**src/hw/rtl/aabb_point_query_unit_assert.svh**
```systemverilog
// Assertion macros shared by the point query unit.
// Included by the top level; needs no other file.
`ifndef AABB_POINT_QUERY_UNIT_ASSERT_SVH
`define AABB_POINT_QUERY_UNIT_ASSERT_SVH

// Same-cycle implication under active-low synchronous reset
`define AABBPQ_ASSERT_IMP(lbl, clk, rst_n, ante, cons) \
    lbl: assert property (@(posedge clk) disable iff (!rst_n) (ante) |-> (cons)) \
        else $error("point query assertion failed");

// Next-cycle implication under active-low synchronous reset
`define AABBPQ_ASSERT_NXT(lbl, clk, rst_n, ante, cons) \
    lbl: assert property (@(posedge clk) disable iff (!rst_n) (ante) |=> (cons)) \
        else $error("point query assertion failed");

`endif

```
**src/hw/rtl/aabbpq_pkg.sv**
```systemverilog
// Package of the point query unit: widths, codes, beat and job types.
// No dependencies.
package aabbpq_pkg;

    localparam int COORD_BITS = 24;
    localparam int DIST_BITS  = COORD_BITS + 1;
    localparam int SQ_BITS    = 2 * COORD_BITS;
    localparam int SUM_BITS   = SQ_BITS + 2;
    localparam int ROOT_BITS  = SUM_BITS / 2;
    localparam int FIFO_DEPTH = 4;
    localparam int NUM_REGS   = 7;
    localparam int ADDR_BITS  = 5;

    typedef enum logic [1:0] {
        MODE_INVALID  = 2'd0,
        MODE_FINITE   = 2'd1,
        MODE_INFINITE = 2'd2,
        MODE_UNUSED   = 2'd3
    } t_box_mode;

    typedef enum logic [2:0] {
        REG_BOX_MODE = 3'd0,
        REG_LOWER_X  = 3'd1,
        REG_LOWER_Y  = 3'd2,
        REG_LOWER_Z  = 3'd3,
        REG_UPPER_X  = 3'd4,
        REG_UPPER_Y  = 3'd5,
        REG_UPPER_Z  = 3'd6,
        REG_NONE     = 3'd7
    } t_reg_idx;

    typedef struct packed {
        logic signed [COORD_BITS-1:0] point_x;
        logic signed [COORD_BITS-1:0] point_y;
        logic signed [COORD_BITS-1:0] point_z;
    } t_point;

    typedef struct packed {
        logic                 inside_res;
        logic [DIST_BITS-1:0] near_dist;
        logic [DIST_BITS-1:0] far_dist;
    } t_result;

    typedef struct packed {
        t_box_mode                  mode;
        logic [2:0][COORD_BITS-1:0] corner_a;
        logic [2:0][COORD_BITS-1:0] corner_b;
    } t_box;

    // Classified point handed from front to back
    typedef struct packed {
        logic                       sat;
        logic                       in_box;
        logic [2:0][COORD_BITS-1:0] dn;
        logic [2:0][COORD_BITS-1:0] df;
    } t_job;

endpackage

```
**src/hw/rtl/aabbpq_front.sv**
```systemverilog
// Front end: orders the box corners and reduces a point to per-axis distances.
// Depends on aabbpq_pkg.
module aabbpq_front (
    input  aabbpq_pkg::t_box   i_box,
    input  aabbpq_pkg::t_point i_point,
    output aabbpq_pkg::t_job   o_job
);
    localparam int C = aabbpq_pkg::COORD_BITS;

    logic signed [C-1:0] a [3];
    logic signed [C-1:0] b [3];
    logic signed [C-1:0] lo [3];
    logic signed [C-1:0] hi [3];
    logic signed [C-1:0] p [3];
    logic signed [C:0]   d_lo [3];
    logic signed [C:0]   d_hi [3];
    logic signed [C+1:0] two_p [3];
    logic signed [C+1:0] mid_sum [3];

    assign p[0] = i_point.point_x;
    assign p[1] = i_point.point_y;
    assign p[2] = i_point.point_z;

    // Per-axis lanes
    always_comb begin
        o_job.sat    = (i_box.mode != aabbpq_pkg::MODE_FINITE);
        o_job.in_box = 1'b1;
        o_job.dn     = '0;
        o_job.df     = '0;
        for (int i = 0; i < 3; i++) begin
            a[i]  = $signed(i_box.corner_a[2-i]);
            b[i]  = $signed(i_box.corner_b[2-i]);
            lo[i] = (a[i] < b[i]) ? a[i] : b[i];
            hi[i] = (a[i] < b[i]) ? b[i] : a[i];
            d_lo[i] = {lo[i][C-1], lo[i]} - {p[i][C-1], p[i]};
            d_hi[i] = {p[i][C-1], p[i]} - {hi[i][C-1], hi[i]};
            two_p[i]   = {p[i][C-1], p[i], 1'b0};
            mid_sum[i] = {{2{lo[i][C-1]}}, lo[i]} + {{2{hi[i][C-1]}}, hi[i]};
            if (p[i] < lo[i] || p[i] > hi[i]) begin
                o_job.in_box = 1'b0;
            end
            if (lo[i] > p[i]) begin
                o_job.dn[i] = d_lo[i][C-1:0];
            end else if (hi[i] < p[i]) begin
                o_job.dn[i] = d_hi[i][C-1:0];
            end
            // farthest corner: upper when below the centre, lower otherwise
            if (two_p[i] < mid_sum[i]) begin
                o_job.df[i] = C'(-d_hi[i]);
            end else begin
                o_job.df[i] = C'(-d_lo[i]);
            end
        end
        // non-finite boxes: containment follows the mode, distances are fixed
        if (o_job.sat) begin
            o_job.in_box = (i_box.mode == aabbpq_pkg::MODE_INFINITE);
            o_job.dn     = '0;
            o_job.df     = '0;
        end
    end
endmodule

```
**config.mk**
```make
export PLATFORM = sky130hd
export DESIGN_NAME = aabbpq_front
export DESIGN_NICKNAME = d
export VERILOG_FILES = /design/src/hw/rtl/aabb_point_query_unit_assert.svh /design/src/hw/rtl/aabbpq_pkg.sv /design/src/hw/rtl/aabbpq_front.sv
export SDC_FILE = /design/constraint.sdc
export NUM_CORES = 1
export LEC_CHECK = 0
export BUFFER_PORTS_ARGS = -buffer_cell sky130_fd_sc_hd__buf_2
export CELL_PAD_IN_SITES_DETAIL_PLACEMENT = 1
export CELL_PAD_IN_SITES_GLOBAL_PLACEMENT = 2
export CORE_ASPECT_RATIO = 0.6
export CORE_MARGIN = 4
export CORE_UTILIZATION = 33
export DETAILED_ROUTE_END_ITERATION = 8
export PLACE_DENSITY = 0.92
export SLEW_MARGIN = 10
export SYNTH_ARGS = -nofsm -noshare
export SYNTH_HDL_FRONTEND = slang
export SYNTH_SLANG_ARGS = --single-unit
```
**constraint.sdc**
```tcl
create_clock -name vclk -period 8.2
set_input_delay 0.41 -clock vclk [all_inputs]
set_output_delay 0.41 -clock vclk [all_outputs]
set_load 0.01 [all_outputs]
```
**Word-level counts from Yosys, hierarchy flattened**

Cells that the tools add are included.

- Word-level logic and storage cells: 57
- Register bits: 0
- Output and inout bits: 146
- Bits of input ports: 218

- Reduce and logical (&&, ||, !) cells: 3
- Mux-type cells: 19
- Equal/unequal tests: 2
- $lt $le $gt $ge: 18
- $add $sub $neg: 15

Operator list:

| operator | count |
|---|---|
| $mux 24 | 15 |
| $lt 24x24->1 | 9 |
| $mux 145 | 1 |
| $gt 24x24->1 | 6 |
| $neg 24->24 | 6 |
| $sub 24x24->24 | 6 |
| $add 24x24->25 | 3 |
| $lt 25x25->1 | 3 |
| $logic_or 1x1->1 | 3 |
| $mux 1 | 3 |
| $eq 2x2->1 const B | 1 |
| $ne 2x1->1 const B | 1 |

**Logic depth before layout (Yosys ltp)**

- Depth in word-level cells: 8
- Mapped depth: 29
- Gate-level depth less buffers: 25

**Worst setup path before layout**

No wires, ideal clock.

- Kind: input port to output port
- Start: in i_box[65] (netlist name)
- End: out o_job[23] (netlist name)
- Required time: 7.790 ns
- Data arrival time: 6.313 ns
- Path slack: 1.477 ns
- Buffers on the path: 2
- Stages on the path: 26
- Cell sequence: inv_1 ha_1 a21o_1 a21oi_1 o21bai_1 a21oi_1 nor2b_1 o21ai_0 or4b_2 a2bb2oi_1 clkbuf_1 clkbuf_1 mux2i_1 ha_1 inv_1 fa_1 a211oi_1 o21ai_1 a2111oi_0 o31ai_1 xor2_1 a211oi_2 nand4b_1 or2_2 o41a_1 o32ai_1

RTL lines:

| item | RTL line | text |
|---|---|---|
| start, declared | aabbpq_front.sv:4 | `input aabbpq_pkg::t_box i_box,` |
| end, declared | aabbpq_front.sv:6 | `output aabbpq_pkg::t_job o_job` |

==> flow_summary.yaml <==
timing:
  rsz0062_at_grt: "false"
  layout_setup_ws_ns: 0.377
  slew_viol_final: 0
  fin_crit_sh: 0.954
  hold_violations: 0
  slew_headroom: 0.199
  post-route-min-period_ns: 7.82
  fmax_mhz: 128
  worstMarginPinSlew_ns: 1.19
  fin_setup_tns_ns: 0
  setup_violations: 0
placement:
  port_buffers: 364
  dpl.hpwl_microns: 86000
  place_congestion: 0.978
  place_ws_ns: 0.507
routing:
  drtIter0Drc: 2117
  drt-pass1-iter-count: 5
  final_antenna_net_count: 0
  drc: 0
  vias_per_cell: 5.94
  post_drt_wl_per_cell_microns: 23.3
  wl_microns: 98600
  vias: 25122
setup_path:
  path_max_fanout: 27
  path_depth: 22
  cp-end-kind: "output pin"
  criticalPathCategory: "input port to output pin"
  crit_arrival_ns: 7.41
  slowest_stage: "a32oi_4"
  critPathLaunch: "i_box[20]"
  critPathBufInv: 5
  crit_chain: "buf_2 > inv_1 > ha_1 > nand4_1 > nor4_2 > o21ai_0 > a32oi_4 > buf_12 > mux2i_1 > ha_1 > a21oi_1 > o21ai_0 > a21oi_1 > o31ai_1 > xnor2_1 > nand4_1 > nor4_1 > buf_4 > nand2_1 > o31a_1 > o31ai_1 > buf_2"
  critPathTopFamily: "compound AO/OA/AOI/OAI gates"
  worstPathRequired_ns: 7.79
  critPathLaunchType: "input port"
  cp_slowest_stage_delay_ns: 0.60
  crit_end: "o_job[71]"
die:
  die_w_microns: 336
  rows: 71
  ioPinCount: 364
  die_h_microns: 205
  core_sq_um: 63300
  dieArea_sq_um: 68900
  start_util: 0.337
layout:
  clkbuf_count: 0
  n_sequential_cell: 0
  fill_cells: 8257
  layout_commonest_cell: "ha_1"
  area_delta_synth_final_pct: 14.1
  regArea_sq_um: 0
  nets: 3976
  drive_gt1_frac: 0.164
  final_cell_mix: "366 x ha_1, 364 x buf_2, 281 x nor2_1, 268 x inv_1, 255 x a21oi_1"
grt:
  grt_max_degree: 65
  grt_pass1_vias: 23985
  grt_pass1_wl_microns: 147000
  grt_overflow_total: 0
  antenna_found_initial: 4
  grtUsageTotal: 0.271
logic_synthesis:
  netlist_area_sq_um: 21300
  yosysWarnings: 0
  synth.distinct_cells: 99
  netlist_instances: 3063
  syn_nets: 3656
  synth_area_per_cell_sq_um: 6.96
  ys_seq_area_frac: 0
outcome:
  outcome: "finished clean"
hold_path:
  hold_class: "input port to output pin"
job:
  maxCapViolCount: 0
clocking:
  ctsHoldBuffers: 0
[worst min-delay path, delay by kind of cell]
family	cells	cell delay [ns]
buf+inv	2	0.22
compound gates	1	0.06
[cells by family after synthesis]
family                   after synthesis  synth area share
multiplexers                         171            0.0846
adder cells (fa/ha/maj)              375             0.223
XOR/XNOR                             251             0.103
AO/OA/AOI/OAI                        869             0.273
AND/OR/NAND/NOR                     1037             0.250
buffers and inverters                360            0.0657
[how the worst min path moves through the flow]
stage | startpoint | cells past startpoint | slack (ns) | to
global route | i_box[144] | 3 | 1.13 | o_job[144]
finish | i_box[144] | 3 | 1.11 | o_job[144]
floorplan | i_box[144] | 1 | 0.90 | o_job[144]
detailed placement | i_box[144] | 3 | 1.11 | o_job[144]
global placement | i_box[144] | 3 | 1.10 | o_job[144]
CTS | i_box[144] | 3 | 1.11 | o_job[144]
[metal layers]
| metal | GRT usage | routed length (microns) | up-vias |
|---|---|---|---|
| li1 | - | - | 11945 |
| met1 | 0.444 | 52100 | 12148 |
| met2 | 0.354 | 35700 | 965 |
| met3 | 0.0638 | 9880 | 62 |
| met4 | 0.0213 | 986 | 2 |
| met5 | 0 | 20 | - |
[layout make-up]
type,count,area (sq um),share of cell area
Antenna cell,7,17.5,0.000720
Timing Repair Buffer,409,2170,0.0893
Inverter,269,1010,0.0416
Tap cell,839,1050,0.0432
Multi-Input combinational cell,2703,20100,0.825
[synth_stat cells, types with 53 or more instances]
| cell | number | share of area |
|---|---|---|
| inv_1 | 269 | 0.047 |
| nor3_1 | 95 | 0.022 |
| xor2_1 | 89 | 0.037 |
| nand3_1 | 93 | 0.022 |
| nand2_1 | 172 | 0.030 |
| xnor2_1 | 161 | 0.066 |
| a21oi_1 | 256 | 0.060 |
| o21a_1 | 53 | 0.019 |
| ha_1 | 366 | 0.21 |
| a21o_1 | 79 | 0.028 |
| nor2_1 | 281 | 0.049 |
| clkbuf_1 | 80 | 0.014 |
| o21ai_0 | 120 | 0.028 |
| mux2i_1 | 98 | 0.046 |
| mux2_2 | 73 | 0.039 |
[repair_timing]
item | in CTS | in global routing
buffers inserted | 0 | 0
endpoints found under the setup margin | 0 | 10
endpoints found under the hold margin | 0 | 0
resized for setup | 0 | 5
[metrics by stage]
stage           util  hold slack [ns]  cells  instance area, sq um
4_1_cts        0.384             1.11   4220                 24300
5_1_grt        0.384             1.13   4222                 24300
6_report       0.384             1.11   4227                 24300
3_3_place_gp   0.384             1.10   4220                 24300
2_1_floorplan      -            0.904   3063                 21300
3_5_place_dp   0.384             1.11   4220                 24300
