==> src/hw/rtl/aabb_point_query_unit_assert.svh <==
// Assertion macros shared by the point query unit.
// Included by the top level; needs no other file.
`ifndef AABB_POINT_QUERY_UNIT_ASSERT_SVH
`define AABB_POINT_QUERY_UNIT_ASSERT_SVH

// Same-cycle implication under active-low synchronous reset
`define AABBPQ_ASSERT_IMP(lbl, clk, rst_n, ante, cons) \
    lbl: assert property (@(posedge clk) disable iff (!rst_n) (ante) |-> (cons)) \
        else $error("point query assertion failed");

// Next-cycle implication under active-low synchronous reset
`define AABBPQ_ASSERT_NXT(lbl, clk, rst_n, ante, cons) \
    lbl: assert property (@(posedge clk) disable iff (!rst_n) (ante) |=> (cons)) \
        else $error("point query assertion failed");

`endif

==> src/hw/rtl/aabbpq_pkg.sv <==
// Package of the point query unit: widths, codes, beat and job types.
// No dependencies.
package aabbpq_pkg;

    localparam int COORD_BITS = 24;
    localparam int DIST_BITS  = COORD_BITS + 1;
    localparam int SQ_BITS    = 2 * COORD_BITS;
    localparam int SUM_BITS   = SQ_BITS + 2;
    localparam int ROOT_BITS  = SUM_BITS / 2;
    localparam int FIFO_DEPTH = 4;
    localparam int NUM_REGS   = 7;
    localparam int ADDR_BITS  = 5;

    typedef enum logic [1:0] {
        MODE_INVALID  = 2'd0,
        MODE_FINITE   = 2'd1,
        MODE_INFINITE = 2'd2,
        MODE_UNUSED   = 2'd3
    } t_box_mode;

    typedef enum logic [2:0] {
        REG_BOX_MODE = 3'd0,
        REG_LOWER_X  = 3'd1,
        REG_LOWER_Y  = 3'd2,
        REG_LOWER_Z  = 3'd3,
        REG_UPPER_X  = 3'd4,
        REG_UPPER_Y  = 3'd5,
        REG_UPPER_Z  = 3'd6,
        REG_NONE     = 3'd7
    } t_reg_idx;

    typedef struct packed {
        logic signed [COORD_BITS-1:0] point_x;
        logic signed [COORD_BITS-1:0] point_y;
        logic signed [COORD_BITS-1:0] point_z;
    } t_point;

    typedef struct packed {
        logic                 inside_res;
        logic [DIST_BITS-1:0] near_dist;
        logic [DIST_BITS-1:0] far_dist;
    } t_result;

    typedef struct packed {
        t_box_mode                  mode;
        logic [2:0][COORD_BITS-1:0] corner_a;
        logic [2:0][COORD_BITS-1:0] corner_b;
    } t_box;

    // Classified point handed from front to back
    typedef struct packed {
        logic                       sat;
        logic                       in_box;
        logic [2:0][COORD_BITS-1:0] dn;
        logic [2:0][COORD_BITS-1:0] df;
    } t_job;

endpackage

==> src/hw/rtl/aabbpq_fifo.sv <==
// Short job queue between front and back end.
// Depends on aabbpq_pkg.
module aabbpq_fifo #(
    parameter int DEPTH = aabbpq_pkg::FIFO_DEPTH
) (
    input  logic             i_clk,
    input  logic             i_rst_n,
    input  logic             i_wr,
    input  aabbpq_pkg::t_job i_wdata,
    input  logic             i_rd,
    output aabbpq_pkg::t_job o_rdata,
    output logic             o_full,
    output logic             o_empty
);
    localparam int PW = (DEPTH > 1) ? $clog2(DEPTH) : 1;
    localparam int CW = $clog2(DEPTH + 1);

    aabbpq_pkg::t_job r_mem [DEPTH];
    logic [PW-1:0] r_wp, n_wp, r_rp, n_rp;
    logic [CW-1:0] r_cnt, n_cnt;
    logic          wr_ok, rd_ok;

    assign o_full  = (r_cnt == CW'(DEPTH));
    assign o_empty = (r_cnt == '0);
    assign wr_ok   = i_wr && !o_full;
    assign rd_ok   = i_rd && !o_empty;
    assign o_rdata = r_mem[r_rp];

    // Pointer and count update
    always_comb begin
        n_wp  = r_wp;
        n_rp  = r_rp;
        n_cnt = r_cnt;
        if (wr_ok) begin
            n_wp = (r_wp == PW'(DEPTH - 1)) ? '0 : r_wp + 1'b1;
        end
        if (rd_ok) begin
            n_rp = (r_rp == PW'(DEPTH - 1)) ? '0 : r_rp + 1'b1;
        end
        if (wr_ok && !rd_ok) begin
            n_cnt = r_cnt + 1'b1;
        end else if (rd_ok && !wr_ok) begin
            n_cnt = r_cnt - 1'b1;
        end
    end

    always_ff @(posedge i_clk) begin
        if (!i_rst_n) begin
            r_wp  <= '0;
            r_rp  <= '0;
            r_cnt <= '0;
        end else begin
            r_wp  <= n_wp;
            r_rp  <= n_rp;
            r_cnt <= n_cnt;
        end
    end

    // Storage
    always_ff @(posedge i_clk) begin
        if (wr_ok) begin
            r_mem[r_wp] <= i_wdata;
        end
    end
endmodule

==> config.mk <==
export PLATFORM = sky130hd
export DESIGN_NAME = aabbpq_fifo
export DESIGN_NICKNAME = d
export VERILOG_FILES = /design/src/hw/rtl/aabb_point_query_unit_assert.svh /design/src/hw/rtl/aabbpq_pkg.sv /design/src/hw/rtl/aabbpq_fifo.sv
export SDC_FILE = /design/constraint.sdc
export NUM_CORES = 1
export LEC_CHECK = 0
export BUFFER_PORTS_ARGS = -buffer_cell sky130_fd_sc_hd__buf_2
export CAP_MARGIN = 20
export CORE_MARGIN = 2
export CORE_UTILIZATION = 50
export CTS_BUF_LIST = sky130_fd_sc_hd__clkbuf_16
export CTS_CLUSTER_DIAMETER = 120
export DETAILED_ROUTE_END_ITERATION = 8
export PLACE_DENSITY_LB_ADDON = 0.05
export SLEW_MARGIN = 0
export SYNTH_ARGS = -nofsm -noshare
export SYNTH_HDL_FRONTEND = slang
export SYNTH_SLANG_ARGS = --single-unit
==> constraint.sdc <==
create_clock -name i_clk -period 9.9 [get_ports i_clk]
set_clock_uncertainty 0.1 [all_clocks]
set_input_delay 0.99 -clock i_clk [delete_from_list [all_inputs] [get_ports i_clk]]
set_output_delay 0.99 -clock i_clk [all_outputs]
set_load 0.1 [all_outputs]
-- Yosys cells after proc, flatten, opt, wreduce, memory -nomap -nowiden
Memory sizes are Yosys's and may differ from the RTL's. A register that Yosys moved wholly into a read port is not among the register bits.
Index checks and enable logic that the tools add are counted.
- add/subtract/negate cells: 4
- equality and inequality tests: 3
- multiplexer cells: 8
- reduce and logical (&&, ||, !) cells: 10
- operator list (cell ; count):
    2-bit two-way mux ; 4
    3-bit two-way mux ; 2
    2-bit by 1-bit adder with 2-bit output, second input constant ; 2
    2-bit equality test, second input constant ; 2
    1-bit logical AND ; 4
    1-bit logical NOT ; 4
    3-bit by 1-bit adder with 3-bit output, second input constant ; 1
    3-bit equality test, second input constant ; 1
    3-bit logical NOT ; 1
    3-bit by 1-bit subtractor with 3-bit output, second input constant ; 1
    1-bit two-way mux ; 2
    2-bit nonzero test ; 1
- flip-flop bits (word level): 7
- memory bits (writable): 584
- bits of input ports: 150
- output and inout port bits: 148
- word-level logic and storage cells: 29
- memories: 1
- memory list (name ; words ; width ; read ports ; clocked after memory_dff ; wr ports ; line ; source):
    r_mem ; 4 ; 146 ; 1 ; 1 ; 1 ; aabbpq_fifo.sv:18 ; aabbpq_pkg::t_job r_mem [DEPTH];

-- Depth between registers and ports, before layout
- word-level depth: 7
- depth in mapped cells: 9
- depth with buffers taken out: 8

-- Worst setup path before layout
OpenSTA, ideal clock, no wires.
- kind: reg-to-reg
- start: register r_cnt[2]
- end: memory r_mem[0][0] (netlist name) (enable)
- library setup time: 0.902 ns
- arrival time: 4.670 ns
- data required time: 8.898 ns
- path slack: 4.228 ns
- stages on the path, launching flop included: 5
- buffers on the path: 1
- clock period less this slack: 5.672 ns
- cell sequence: dfxtp_1 > nor3b_1 > nor2b_1 > clkbuf_1 > and2_1
- word-level cells in the longest chain between the ends: 5
- RTL lines (item ; line ; source):
    start: declaration ; aabbpq_fifo.sv:20 ; logic [CW-1:0] r_cnt, n_cnt;
    start signal: assignment ; aabbpq_fifo.sv:55 ; r_cnt <= n_cnt;
    3-bit equality test ; aabbpq_fifo.sv:23 ; assign o_full = (r_cnt == CW'(DEPTH));
    named net o_full ; aabbpq_fifo.sv:12 ; output logic o_full,
    1-bit logical NOT ; aabbpq_fifo.sv:25 ; assign wr_ok = i_wr && !o_full;
    1-bit logical AND ; aabbpq_fifo.sv:25 ;
    named net wr_ok ; aabbpq_fifo.sv:21 ; logic wr_ok, rd_ok;
    1-bit two-way mux ; aabbpq_fifo.sv:61 ; if (wr_ok) begin
    1-bit two-way mux (implied by the code) ; aabbpq_fifo.sv:62 ; r_mem[r_wp] <= i_wdata;
    end: declaration ; aabbpq_fifo.sv:18 ;
The timed path passes the listed nets, and every way through them passes these cells.

==> flow_metrics.tcl <==
set metrics [dict create \
    drt_iter0_markers 641 \
    synth_top_cell_by_area "edfxtp_1" \
    min_period_ns 4.84 \
    core_area_um2 42200 \
    synth_cell_type_count 24 \
    wl_met2_um 20100 \
    slew_headroom_pct 31.0 \
    place.gp.congestion 0.718 \
    synth-simple-area-share_pct 0.477 \
    fin_crit_sh_pct 48.9 \
    cts.sinks 593 \
    drt-vias-per-instance 5.51 \
    synth_edf_count 584 \
    required_ns 8.81 \
    clkLatencyLatePin_ns 0.60 \
    avgSynthCellArea_um2 26.5 \
    grt_max_degree 66 \
    seq_area_frac_synth_pct 82.4 \
    area_growth_pct 17.8 \
    wl_met3_um 2930 \
    cts_tree "built" \
    ctsHoldBuffers 0 \
    cpLargestDelayFamily "buffers and inverters" \
    clkTransAtPathRegs_ns 0.06 \
    ios 298 \
    fin_area_um2 25300 \
    cpMostUsedCell "buf_4" \
    postRouteAntennaNets 0 \
    htree_levels 2 \
    cts_setup_buffers 0 \
    synth_adder_area_share_pct 0.442 \
    via_count 9585 \
    max-cap-violations 0 \
    synth-main-ff-cell "edfxtp_1" \
    synth-compound-area-share_pct 0.140 \
    cp.buffers_inverters 3 \
    drive_above_1_share_pct 44.8 \
    hp-class "register to register" \
    slowest_stage "buf_4" \
    root_buffer "clkbuf_16" \
    drc 0 \
    dpl_cell_area_um2 23600 \
    cts.repair.resized 0 \
    maxSlewViolCount 0 \
    worstSetupPathType "register to primary output" \
    grt_pass1_vias 9994 \
    syn_area_um2 21500 \
    async_reset_ff_share_pct 0 \
    die_w_um 211 \
    synth-xor-area-share_pct 0.0814 \
    initial_core_util_pct 50.9 \
    cp-start-kind "register" \
    synth_most_common_cell "edfxtp_1" \
    die_y_um 211 \
    cts_made_buffers 58 \
    yosys-top-cells-area "edfxtp_1 82%, mux4_2 15%, dfxtp_1 0.84%" \
    synthMuxAreaShare_pct 15.4 \
    yosys-top-cells-count "584 x edfxtp_1, 146 x mux4_2, 15 x buf_2, 11 x buf_4, 9 x dfxtp_1" \
    worst_pin_slew_ns 1.04 \
    first_pass_iters 5 \
    dp_hpwl_um 24500 \
    die_area_um2 44700 \
    syn_nets 970 \
    gr-usage-all-layers_pct 18.7 \
    rsz0062_at_grt "false" \
    postSynthCellCount 813 \
    worst-path-max-fanout 56 \
    nets 1306 \
    timing.fmax_ghz 0.207 \
    setup-tns-final_ns 0 \
    setup_violations 0 \
    yosys_warnings 0 \
    dr.max_layer_used "met5" \
    drt-met1-wl_um 17400 \
    wl_per_cell_um 23.8 \
    grt-ovfl-total 0 \
    synth_top_family_by_area "multiplexers" \
    grt_antenna_before_repair 9 \
    clockBufferDepth 3 \
    hold_viol 0 \
    crit_path_cell_trace "buf_4, buf_4, mux4_2, buf_2" \
    drt-total-wl_um 41300 \
    arrival_ns 3.75 \
    grt_pass1_wl_um 61500 \
    rows 75 \
    ys_ff_latch 593 \
    max_stage_delay_ns 0.80 \
    crit_path_end_kind "primary output" \
    status "complete, no violations" \
    synth_top_cell_area_share_pct 81.5 \
    io_buffers 297 \
]
[sequential cells by signal, summed over array words and instances, names as in the netlist, named ones only]
name / flops
r_mem: 584
r_wp: 2
r_cnt: 3
r_rp: 2
[worst paths after layout]
kind / from / endpoint / slack [ns] / depth (start not counted)
worst max-delay path: register / o_rdata[129] / 5.06 / 4
worst min-delay path: r_wp[1] / r_wp[1] / 0.40 / 2
worst max register to register: r_cnt[0] / r_mem[1][99] / 6.81 / 4
worst min register to register: r_wp[1] / r_wp[1] / 0.40 / 2
[cells by family (layout without fill, tap and decap cells)]
group | after synthesis | in the layout
AO/OA/AOI/OAI | 5 | 5
XOR/XNOR | 2 | 2
adder cells (fa/ha/maj) | 7 | 7
buffers and inverters | 37 | 415
flip-flops | 593 | 593
multiplexers | 149 | 149
other | 0 | 8
AND/OR/NAND/NOR | 20 | 20
[through the flow]
stage	utilization [%]	hold slack, ns	setup slack (ns)	std cells
2_1_floorplan	-	0.368	4.23	813
3_3_place_gp	55.8	0.387	5.52	1628
3_5_place_dp	55.8	0.396	5.53	1628
4_1_cts	59.9	0.406	4.87	1730
5_1_grt	60.0	0.429	4.82	1732
6_report	60.0	0.399	5.06	1738
[per-layer routing]
layer / up-vias / global-route usage [%]
met4: 6 / 5.88
met5: - / 0
met2: 276 / 29.5
met1: 5041 / 25.6
li1: 4202 / -
met3: 60 / 5.52
[worst min-delay path, cell delays in order (launching register included)]
cell     delay (ns)
dfxtp_1        0.34
nand2_1        0.06
mux2i_1        0.05
[final cells by class]
cell class / count / area [um2]
Sequential cell: 593 / 17700
Timing Repair Buffer: 310 / 1580
Clock inverter: 41 / 221
Inverter: 3 / 11.3
Antenna cell: 8 / 20.0
Multi-Input combinational cell: 183 / 3570
Clock buffer: 61 / 1530
Tap cell: 539 / 674
Fill cell: 3066 / 16900
[layout by cell type (no fill, tap or decap), types with 4 or more instances in the layout]
cell type,Yosys,final
edfxtp_1,584,584
buf_2,15,297
mux4_2,146,146
clkbuf_16,0,61
clkinv_1,0,17
inv_1,3,16
buf_4,11,13
diode_2,0,8
clkinv_2,0,8
dfxtp_1,9,7
nand2_1,6,6
ha_1,6,6
and2_4,0,4
Power is left out: the tool's default activity adds up to more than one toggle a clock period on the data nets, which glitch-free logic cannot reach.
